==> src/hdl/vpnc_pkg.sv <==
`timescale 1ns / 1ps
// ----------------------------------------------------------------------------
// vpnc_pkg
// Shared types and constants of the varint packed number codec.
// ----------------------------------------------------------------------------
package vpnc_pkg;

  // longest encoded number in bytes
  localparam int unsigned MaxBytes = 10;
  localparam int unsigned CntW     = $clog2(MaxBytes + 1);

  localparam logic [7:0] GroupMask = 8'h7f;
  localparam logic [7:0] ContBit   = 8'h80;

  // item kinds
  localparam logic KindEncode = 1'b0;
  localparam logic KindDecode = 1'b1;

  // controller states
  typedef enum logic [2:0] {
    StIdle,
    StEncMap,
    StEncByte,
    StDecAcc,
    StDecOut
  } state_e;

  // commands from controller to datapath
  typedef struct packed {
    logic capture;   // latch input item
    logic enc_map;   // apply sign mapping to the value
    logic enc_load;  // emit next encoded byte into the output register
    logic dec_acc;   // merge decode byte into the accumulator
    logic dec_load;  // emit decode result into the output register
  } cmd_t;

  // status from datapath to controller
  typedef struct packed {
    logic kind;      // kind of the captured item
    logic enc_last;  // byte about to be emitted is the last one
  } status_t;

endpackage

==> src/hdl/vpnc_ctrl.sv <==
`timescale 1ns / 1ps
// ----------------------------------------------------------------------------
// vpnc_ctrl
// Sequencer of the codec: input handshake, steps of each item and the
// valid flag of the output register.
// ----------------------------------------------------------------------------
module vpnc_ctrl (
  input  logic             clk_i,
  input  logic             rst_ni,
  input  logic             in_valid_i,
  output logic             in_ready_o,
  output logic             out_valid_o,
  input  logic             out_ready_i,
  input  vpnc_pkg::status_t status_i,
  output vpnc_pkg::cmd_t    cmd_o
);

  vpnc_pkg::state_e state_q, state_d;
  logic             out_valid_q, out_valid_d;
  logic             slot_free;

  // output register can take a new item
  assign slot_free = !out_valid_q || out_ready_i;

  // next state
  always_comb begin
    state_d = state_q;
    unique case (state_q)
      vpnc_pkg::StIdle: begin
        if (in_valid_i) begin
          state_d = vpnc_pkg::StEncMap;
        end
      end
      vpnc_pkg::StEncMap: begin
        state_d = (status_i.kind == vpnc_pkg::KindDecode) ? vpnc_pkg::StDecAcc
                                                          : vpnc_pkg::StEncByte;
      end
      vpnc_pkg::StEncByte: begin
        if (slot_free && status_i.enc_last) begin
          state_d = vpnc_pkg::StIdle;
        end
      end
      vpnc_pkg::StDecAcc: begin
        state_d = vpnc_pkg::StDecOut;
      end
      vpnc_pkg::StDecOut: begin
        if (slot_free) begin
          state_d = vpnc_pkg::StIdle;
        end
      end
      default: begin
        state_d = vpnc_pkg::StIdle;
      end
    endcase
  end

  // outputs and commands
  always_comb begin
    in_ready_o = 1'b0;
    cmd_o      = '0;
    unique case (state_q)
      vpnc_pkg::StIdle: begin
        in_ready_o    = 1'b1;
        cmd_o.capture = in_valid_i;
      end
      vpnc_pkg::StEncMap: begin
        cmd_o.enc_map = (status_i.kind == vpnc_pkg::KindEncode);
      end
      vpnc_pkg::StEncByte: begin
        cmd_o.enc_load = slot_free;
      end
      vpnc_pkg::StDecAcc: begin
        cmd_o.dec_acc = 1'b1;
      end
      vpnc_pkg::StDecOut: begin
        cmd_o.dec_load = slot_free;
      end
      default: begin
        cmd_o = '0;
      end
    endcase
  end

  // output valid flag
  always_comb begin
    if (cmd_o.enc_load || cmd_o.dec_load) begin
      out_valid_d = 1'b1;
    end else if (out_ready_i) begin
      out_valid_d = 1'b0;
    end else begin
      out_valid_d = out_valid_q;
    end
  end

  always_ff @(posedge clk_i or negedge rst_ni) begin
    if (!rst_ni) begin
      state_q     <= vpnc_pkg::StIdle;
      out_valid_q <= 1'b0;
    end else begin
      state_q     <= state_d;
      out_valid_q <= out_valid_d;
    end
  end

  assign out_valid_o = out_valid_q;

endmodule

==> src/hdl/vpnc_dp.sv <==
`timescale 1ns / 1ps
// ----------------------------------------------------------------------------
// vpnc_dp
// Datapath of the codec: encode shift register, decode accumulator and
// the output register.
// ----------------------------------------------------------------------------
module vpnc_dp (
  input  logic                clk_i,
  input  logic                rst_ni,
  input  vpnc_pkg::cmd_t      cmd_i,
  output vpnc_pkg::status_t   status_o,
  input  logic                kind_i,
  input  logic                signed_form_i,
  input  logic [63:0]         value_in_i,
  input  logic [7:0]          byte_in_i,
  output logic [7:0]          byte_out_o,
  output logic                last_byte_o,
  output logic                overflow_flag_o,
  output logic                number_done_o,
  output logic [63:0]         decoded_value_o
);

  // captured item
  logic                      kind_q;
  logic                      sgn_q;
  logic [63:0]               val_q, val_d;
  logic [7:0]                byte_q;
  logic                      ovf_q, ovf_d;
  logic [vpnc_pkg::CntW-1:0] nb_q;

  // decode state
  logic [63:0]               acc_q, acc_d;
  logic [vpnc_pkg::CntW-1:0] cnt_q;
  logic                      done_q;

  // output register
  logic [7:0]                byte_out_q;
  logic                      last_q, ovf_out_q, done_out_q;
  logic [63:0]               dec_out_q;

  logic [63:0]               mag;
  logic [6:0]                sh;
  logic                      dec_done;
  logic [63:0]               dec_res;
  logic                      enc_last;
  logic [7:0]                enc_byte;

  // sign mapping of the encode value
  assign mag = 64'd0 - val_q;
  always_comb begin
    val_d = val_q << 1;
    ovf_d = 1'b0;
    if (sgn_q && val_q[63]) begin
      val_d = {mag[62:0], 1'b1};
      ovf_d = (val_q == {1'b1, 63'd0});
    end else if (!sgn_q) begin
      val_d = val_q;
    end
  end

  // next encoded byte
  assign enc_last = (val_q[63:7] == 57'd0) ||
                    (nb_q == vpnc_pkg::CntW'(vpnc_pkg::MaxBytes - 1));
  assign enc_byte = enc_last ? (val_q[7:0] & vpnc_pkg::GroupMask)
                             : ((val_q[7:0] & vpnc_pkg::GroupMask) | vpnc_pkg::ContBit);

  // decode accumulation
  assign sh       = 7'(cnt_q) * 7'd7;
  assign dec_done = !byte_q[7] ||
                    ({1'b0, cnt_q} + 1'b1 >= (vpnc_pkg::CntW + 1)'(vpnc_pkg::MaxBytes));
  always_comb begin
    acc_d = acc_q;
    if (sh < 7'd64) begin
      acc_d = acc_q | (64'(byte_q[6:0]) << sh[5:0]);
    end
  end

  // sign unmapping of the decoded number
  assign dec_res = !sgn_q ? acc_q : (acc_q[0] ? (64'd0 - {1'b0, acc_q[63:1]})
                                              : {1'b0, acc_q[63:1]});

  assign status_o.kind     = kind_q;
  assign status_o.enc_last = enc_last;

  // item and encode registers
  always_ff @(posedge clk_i) begin
    if (cmd_i.capture) begin
      kind_q <= kind_i;
      sgn_q  <= signed_form_i;
      val_q  <= value_in_i;
      byte_q <= byte_in_i;
      nb_q   <= '0;
    end else if (cmd_i.enc_map) begin
      val_q  <= val_d;
      ovf_q  <= ovf_d;
    end else if (cmd_i.enc_load) begin
      val_q  <= val_q >> 7;
      nb_q   <= nb_q + 1'b1;
    end
    if (cmd_i.dec_acc) begin
      done_q <= dec_done;
    end
  end

  // decode state
  always_ff @(posedge clk_i or negedge rst_ni) begin
    if (!rst_ni) begin
      acc_q <= '0;
      cnt_q <= '0;
    end else if (cmd_i.dec_acc) begin
      acc_q <= acc_d;
      cnt_q <= dec_done ? '0 : cnt_q + 1'b1;
    end else if (cmd_i.dec_load && done_q) begin
      acc_q <= '0;
    end
  end

  // output register
  always_ff @(posedge clk_i) begin
    if (cmd_i.enc_load) begin
      byte_out_q <= enc_byte;
      last_q     <= enc_last;
      ovf_out_q  <= ovf_q;
      done_out_q <= 1'b0;
      dec_out_q  <= '0;
    end else if (cmd_i.dec_load) begin
      byte_out_q <= '0;
      last_q     <= 1'b0;
      ovf_out_q  <= 1'b0;
      done_out_q <= done_q;
      dec_out_q  <= done_q ? dec_res : 64'd0;
    end
  end

  assign byte_out_o      = byte_out_q;
  assign last_byte_o     = last_q;
  assign overflow_flag_o = ovf_out_q;
  assign number_done_o   = done_out_q;
  assign decoded_value_o = dec_out_q;

endmodule

==> src/hdl/varint_packed_number_codec.sv <==
`timescale 1ns / 1ps
// ----------------------------------------------------------------------------
// varint_packed_number_codec
// LEB128 style codec: encodes a 64-bit value into one to ten bytes, or
// accumulates one incoming byte of an encoded number per decode item.
// ----------------------------------------------------------------------------
//  channel | direction | handshake              | payload
//  in      | input     | in_valid_i/in_ready_o   | kind, signed_form, value_in, byte_in
//  out     | output    | out_valid_o/out_ready_i | byte_out, last_byte, overflow_flag,
//          |           |                         | number_done, decoded_value
//
//  encode: accept, then sign mapping, then one byte per cycle while the
//  output register can take it; decode passes accept, map, accumulate and output.
//  the output register holding one item sets the pace of the byte loop;
//  a stalled output holds the loop, and the next item is taken while the
//  last result still waits. reset clears the decode accumulator and count.
// ----------------------------------------------------------------------------
module varint_packed_number_codec (
  input  logic        clk_i,
  input  logic        rst_ni,
  input  logic        in_valid_i,
  output logic        in_ready_o,
  input  logic        kind_i,
  input  logic        signed_form_i,
  input  logic [63:0] value_in_i,
  input  logic [7:0]  byte_in_i,
  output logic        out_valid_o,
  input  logic        out_ready_i,
  output logic [7:0]  byte_out_o,
  output logic        last_byte_o,
  output logic        overflow_flag_o,
  output logic        number_done_o,
  output logic [63:0] decoded_value_o
);

  vpnc_pkg::cmd_t    cmd;
  vpnc_pkg::status_t status;

  // sequencer
  vpnc_ctrl u_ctrl (
    .clk_i       (clk_i),
    .rst_ni      (rst_ni),
    .in_valid_i  (in_valid_i),
    .in_ready_o  (in_ready_o),
    .out_valid_o (out_valid_o),
    .out_ready_i (out_ready_i),
    .status_i    (status),
    .cmd_o       (cmd)
  );

  // datapath
  vpnc_dp u_dp (
    .clk_i           (clk_i),
    .rst_ni          (rst_ni),
    .cmd_i           (cmd),
    .status_o        (status),
    .kind_i          (kind_i),
    .signed_form_i   (signed_form_i),
    .value_in_i      (value_in_i),
    .byte_in_i       (byte_in_i),
    .byte_out_o      (byte_out_o),
    .last_byte_o     (last_byte_o),
    .overflow_flag_o (overflow_flag_o),
    .number_done_o   (number_done_o),
    .decoded_value_o (decoded_value_o)
  );

endmodule

==> config.mk <==
export PLATFORM = sky130hd
export DESIGN_NAME = varint_packed_number_codec
export DESIGN_NICKNAME = d
export VERILOG_FILES = /design/src/hdl/vpnc_pkg.sv /design/src/hdl/vpnc_ctrl.sv /design/src/hdl/vpnc_dp.sv /design/src/hdl/varint_packed_number_codec.sv
export SDC_FILE = /design/constraint.sdc
export NUM_CORES = 1
export LEC_CHECK = 0
export ABC_AREA = 1
export BUFFER_PORTS_ARGS = -buffer_cell sky130_fd_sc_hd__buf_2
export CAP_MARGIN = 15
export CORE_UTILIZATION = 60
export DETAILED_ROUTE_END_ITERATION = 16
export PLACE_DENSITY_LB_ADDON = 0.12
export SLEW_MARGIN = 10
export SYNTH_ARGS = -nofsm -noshare
export SYNTH_HDL_FRONTEND = slang
export SYNTH_SLANG_ARGS = --single-unit
==> constraint.sdc <==
create_clock -name clk_i -period 10.75 [get_ports clk_i]
set_input_delay 2.15 -clock clk_i [delete_from_list [all_inputs] [get_ports clk_i]]
set_output_delay 2.15 -clock clk_i [all_outputs]
set_load 0.01 [all_outputs]
### After elaboration in Yosys (flattened, before gate mapping)

Cells that the tools add are included.

| cells by class | value |
|---|---|
| shift operators | 1 |
| muxes and demuxes | 31 |
| $mul | 1 |
| add/subtract/negate cells | 5 |
| eq/ne operators | 11 |
| reductions and logical operators | 20 |
| $lt $le $gt $ge | 2 |
| bitwise logic cells | 4 |

Operator list:

| cell | number |
|---|---|
| 64-bit two-way mux | 11 |
| 64-bit equality test, second input constant | 1 |
| 64-bit OR | 1 |
| 7-bit by 6-bit left shift with 64-bit output | 1 |
| 1-bit by 63-bit subtractor with 64-bit output, first input constant | 1 |
| 1-bit by 63-bit subtractor with 63-bit output, first input constant | 1 |
| 57-bit zero test | 1 |
| 8-bit two-way mux | 3 |
| 3-bit one-hot mux with 5 select lines | 1 |
| 1-bit two-way mux | 12 |
| 3-bit two-way mux | 3 |
| 4-bit by 1-bit adder with 4-bit output, second input constant | 2 |
| 2-bit AND reduction | 4 |
| 7-bit < comparator, second input constant | 1 |
| 4-bit by 3-bit multiplier with 7-bit output, second input constant | 1 |
| 3-bit by 2-bit equality test with 1-bit output, second input constant | 2 |
| 2-bit by 1-bit != test with 1-bit output, second input constant | 3 |
| 2-bit nonzero test | 3 |
| 4-bit by 1-bit adder with 5-bit output, second input constant | 1 |
| 5-bit by 4-bit greater-or-equal comparator with 1-bit output, second input constant | 1 |
| 4-bit equality test, second input constant | 1 |
| 1-bit logical OR | 4 |
| 4-bit two-way mux | 1 |
| 4-bit by 1-bit != test with 1-bit output, second input constant | 1 |
| other kinds (9) | 14 |

| storage, ports and cells | value |
|---|---|
| output and inout bits | 77 |
| logic and storage cells | 91 |
| flip-flop bits (word level) | 227 |

### Depth between registers and ports, before layout

| depth | value |
|---|---|
| depth after elaboration | 6 |
| gate-level depth with buffers | 14 |
| gate-level depth less buffers | 14 |

### Modules after synthesis

A second synthesis with hierarchy kept.

| second synthesis, totals | value |
|---|---|
| cells, all modules | 2259 |
| area total of the unflattened synthesis | 15159.5 µm² |

By module, submodules not included:

| module | area each (µm²) | cells an instance | seq. area each (µm²) | times used |
|---|---|---|---|---|
| vpnc_dp | 14913.1 | 2223 | 5665.4 | 1 |
| vpnc_ctrl | 246.5 | 36 | 100.1 | 1 |

### Worst setup path after synthesis

Ideal clock, no wire load.

| timing path | value |
|---|---|
| path type | in2reg |
| start point | in out_ready_i |
| end point | reg u_dp.val_q[0], enable pin |
| buffers on the path | 1 |
| setup slack | 5.602 ns |
| data arrival time | 4.288 ns |
| library setup time | 0.859 ns |
| cell stages on the path | 5 |
| cells stage by stage | nor2_2 > nor2_4 > inv_2 > clkbuf_1 > o211ai_1 |

| on the way | value |
|---|---|
| longest elaborated chain between the ends | 4 |

RTL lines:

| item | RTL line | RTL |
|---|---|---|
| start: declaration | varint_packed_number_codec.sv:28 | `input logic out_ready_i,` |
| 1-bit logical OR | vpnc_ctrl.sv:23 | `assign slot_free = !out_valid_q \|\| out_ready_i;` |
| 1-bit two-way mux | vpnc_ctrl.sv:61 | `unique case (state_q)` |
| 3-bit nonzero test (no source line) | - |  |
| 2-bit AND reduction (no source line) | - |  |
| end signal: assignment | vpnc_dp.sv:90 | `val_q <= value_in_i;` |
| end signal: assignment | vpnc_dp.sv:94 | `val_q <= val_d;` |
| end signal: assignment | vpnc_dp.sv:97 | `val_q <= val_q >> 7;` |
| end: declaration | vpnc_dp.sv:26 | `logic [63:0] val_q, val_d;` |

Every way passes these cells.
A chain may end at the register's enable or synchronous reset.

### Worst setup path in the final report

| timing path | value |
|---|---|
| start point | reg u_dp.sgn_q |
| end point | reg u_dp.val_q[35], data pin |

| on the way | value |
|---|---|
| longest elaborated chain between the ends | 4 |

RTL lines:

| item | RTL line | RTL |
|---|---|---|
| start: declaration | vpnc_dp.sv:25 | `logic sgn_q;` |
| start signal: assignment | vpnc_dp.sv:89 | `sgn_q <= signed_form_i;` |
| 1-bit logical AND | vpnc_dp.sv:53 | `if (sgn_q && val_q[63]) begin` |
| 64-bit two-way mux | vpnc_dp.sv:53 |  |
| 64-bit two-way mux | vpnc_dp.sv:93 | `end else if (cmd_i.enc_map) begin` |
| 64-bit two-way mux | vpnc_dp.sv:87 | `if (cmd_i.capture) begin` |

Every way passes these cells.

==> results.json <==
{
  "outcome": "complete, no violations",
  "hold_class": "reg2reg",
  "synth.yosys.seq_area_share_pct": 38.3,
  "drtIter0Drc": 2172,
  "nNetsFinal": 2482,
  "crit_fanout": 73,
  "vias_per_cell": 6.00,
  "drv_cap": 0,
  "start_util_pct": 61.5,
  "cp.required_ns": 11.05,
  "critPathBufInv": 2,
  "syn_to_final_growth_pct": 11.2,
  "clk_latency_ns": 0.55,
  "core_um2": 24500,
  "syn-num-nets": 2384,
  "numCtsBuffers": 26,
  "regToRegStartpoint": "u_dp.sgn_q",
  "max_freq_mhz": 251,
  "critical_path_class": "reg2reg",
  "grt_overflow": 0,
  "die_h_um": 160,
  "clock-sinks": 227,
  "gp_congestion": 1.01,
  "timing.final.max_slew_violations": 0,
  "drt_wl_total_mm": 50.6,
  "postLayoutSetupSlackWorst_ns": 6.76,
  "finalClockSkew_ns": 0.0234,
  "grt_use_total_pct": 38.9,
  "synth_top_cell_by_area": "nand2_1",
  "drtAntennaViolNets": 0,
  "synth_seq_cells": 227,
  "remaining_drc_errors": 0,
  "ctsHoldBuffers": 0,
  "post-cts-setup-buffers": 0,
  "stdcell_area_um2": 16700,
  "synth_area_leaders": "nand2_1 20%, edfxtp_1 17%, dfrtp_1 12%, dfxtp_1 9.2%, nand3_1 8.3%",
  "start_kind": "register",
  "tightest_slew_ns": 1.10,
  "cp_top_family": "buffers and inverters",
  "dp_slack_ns": 6.20,
  "die-area_um2": 25700,
  "clkSlewWorstSetupHoldPaths_ns": 0.06,
  "postCtsResizedCells": 0,
  "place_area_um2": 15800,
  "clk_path_buf_depth": 3,
  "seq_area_um2": 5770,
  "relSlewSlack_pct": 26.8,
  "multi_input_area_um2": 8100,
  "netlist_area_um2": 15000,
  "finalHoldViolations": 0,
  "antenna_found_initial": 2,
  "cp-startpoint": "u_dp.sgn_q",
  "synth.distinct_cells": 48,
  "synth_top_area_share_pct": 19.5,
  "cts-root-buf": "clkbuf_16",
  "cts_max_level": 1,
  "portBuffers": 154,
  "grt_pass1_wl_mm": 78.8,
  "cts_tree": "built",
  "synth-edff-count": 86,
  "diodes": 0,
  "cp-end-kind": "register",
  "fillers": 2181,
  "drive_gt1_share_pct": 11.3,
  "powerDensity_nw_per_um2": 323,
  "tns_ns": 0,
  "synthCells": 2290,
  "dr.pass1.iters": 7,
  "hpwl_mm": 36.7,
  "die_w_um": 160,
  "crit_slowest_cell": "inv_2",
  "num_rows": 57,
  "ios": 155,
  "finalCriticalPeriod_ns": 3.99,
  "arrival_ns": 4.29,
  "async_reset_ff_share_pct": 31.7,
  "rsz0062_at_grt": "no",
  "grt_pass1_vias": 14607,
  "reg2reg_slack_ns": 6.76,
  "fin_crit_sh_pct": 37.1,
  "hp-start": "u_dp.number_done_o",
  "path_cells": "buf_4 -> nand2_2 -> inv_2 -> nand2_1 -> nand2_1 -> nor2_1 -> o21ai_0 -> nand2_1",
  "dr_total_vias": 16383,
  "leakagePower_nw": 7.82,
  "ir_worst_vdd_mv": 0.294,
  "cpMostUsedCell": "nand2_1",
  "setup_viol": 0,
  "synth_ff_type": "edfxtp_1",
  "routedWlPerCell_um": 18.5,
  "critPathMaxStageDelay_ns": 0.98,
  "syn_avg_cell_area_um2": 6.57,
  "grt_start_max_net_pins": 101,
  "finish.utilization_pct": 68.4,
  "synth_warnings": 0
}
## final timing paths
check | to | cells after the start
max in group asynchronous | u_dp.acc_q[0] | 2
hold / removal | u_dp.number_done_o | 2
min in group asynchronous | u_dp.acc_q[58] | 2
setup / recovery | u_dp.val_q[35] | 8
hold reg to reg | u_dp.number_done_o | 2
setup reg to reg | u_dp.val_q[35] | 8
## cell usage in the layout (no fill, tap or decap), drive strengths merged, types with 31 or more instances in the layout
cell and count:
nand2 795, nor2 324, nand3 252, inv 194
buf 164, o21ai 158, a21oi 110, edfxtp 86
dfrtp 72, dfxtp 69, nand4 35, clkbuf 31
## worst register-to-register path, cell delays in order (launching register included)
cell and delay, ns:
edfxtp_1 0.32, buf_4 0.63, nand2_2 0.65, inv_2 0.98
nand2_1 0.63, nand2_1 0.26, nor2_1 0.06, o21ai_0 0.16
nand2_1 0.06
## per-stage QoR
stage          hold WS, ns  power [mW]  std cells
2_1_floorplan        0.463        3.57       2290
3_3_place_gp         0.429        4.28       2683
3_5_place_dp         0.433        4.35       2683
4_1_cts              0.449        5.29       2731
5_1_grt              0.467        5.74       2732
6_report             0.445        5.40       2732
## layout make-up
cell class | count | area share (%)
tap | 324 | 2.42
multi-input combinational | 1781 | 48.4
inverter | 188 | 4.22
timing repair buffer | 164 | 5.13
clock inverter | 17 | 0.905
clock buffer | 31 | 4.44
sequential | 227 | 34.5
## registers in the layout, summed over array words and instances, names as in the netlist
register,flops
u_dp.ovf_q,1
u_dp.overflow_flag_o,1
u_dp.val_q,64
u_dp.done_q,1
u_dp.byte_q,8
u_dp.number_done_o,1
u_dp.byte_out_o,8
u_ctrl.out_valid_o,1
u_dp.cnt_q,4
u_dp.kind_q,1
u_dp.last_byte_o,1
u_dp.acc_q,64
u_dp.decoded_value_o,64
u_dp.sgn_q,1
u_ctrl.state_q,3
u_dp.nb_q,4
## power by group
group | switching [mW] | internal [mW]
sequential | 0.387 | 1.40
clock | 0.381 | 0.545
combinational | 1.92 | 0.768
## kinds of logic after synthesis
kind of cell    share of synthesized area, %
compound gates                          11.9
xor+xnor                               0.865
fa+ha+maj                               1.53
buf+inv                                 7.84
flops                                   38.3
simple gates                            39.5
## metal layers
metal	part of all wire [%]	vias to the layer above	wire [um]	global-route usage, %
met1	42	7462	21300	57.7
li1	-	7687	-	-
met4	2.4	2	1200	8.87
met5	0.018	-	9	0
met3	15	107	7480	11.6
met2	41	1125	20600	55.6
## cells in the mapped netlist (2+ instances only)
master and count:
o21bai_1 3, nand3_1 250, nand2_2 11, o22ai_1 20, buf_4 4, nor3_1 6
nor2_2 10, o31ai_1 4, inv_1 173, nand3b_1 3, o21ai_4 2, xor2_1 9
clkbuf_1 29, a31oi_1 3, o21ai_0 143, dfrtp_1 72, nand2_1 783, or2_2 4
fa_1 4, inv_2 15, nand4_1 35, o221ai_1 2, buf_2 41, nor2_4 8
buf_6 7, o21ai_1 12, a21oi_1 110, xnor2_1 4, o211ai_1 20, a32o_1 4
buf_1 12, dfxtp_1 69, edfxtp_1 86, nor2_1 306, nand3_2 2, ha_1 12
Note: power is estimated with default switching activity, not from simulation.
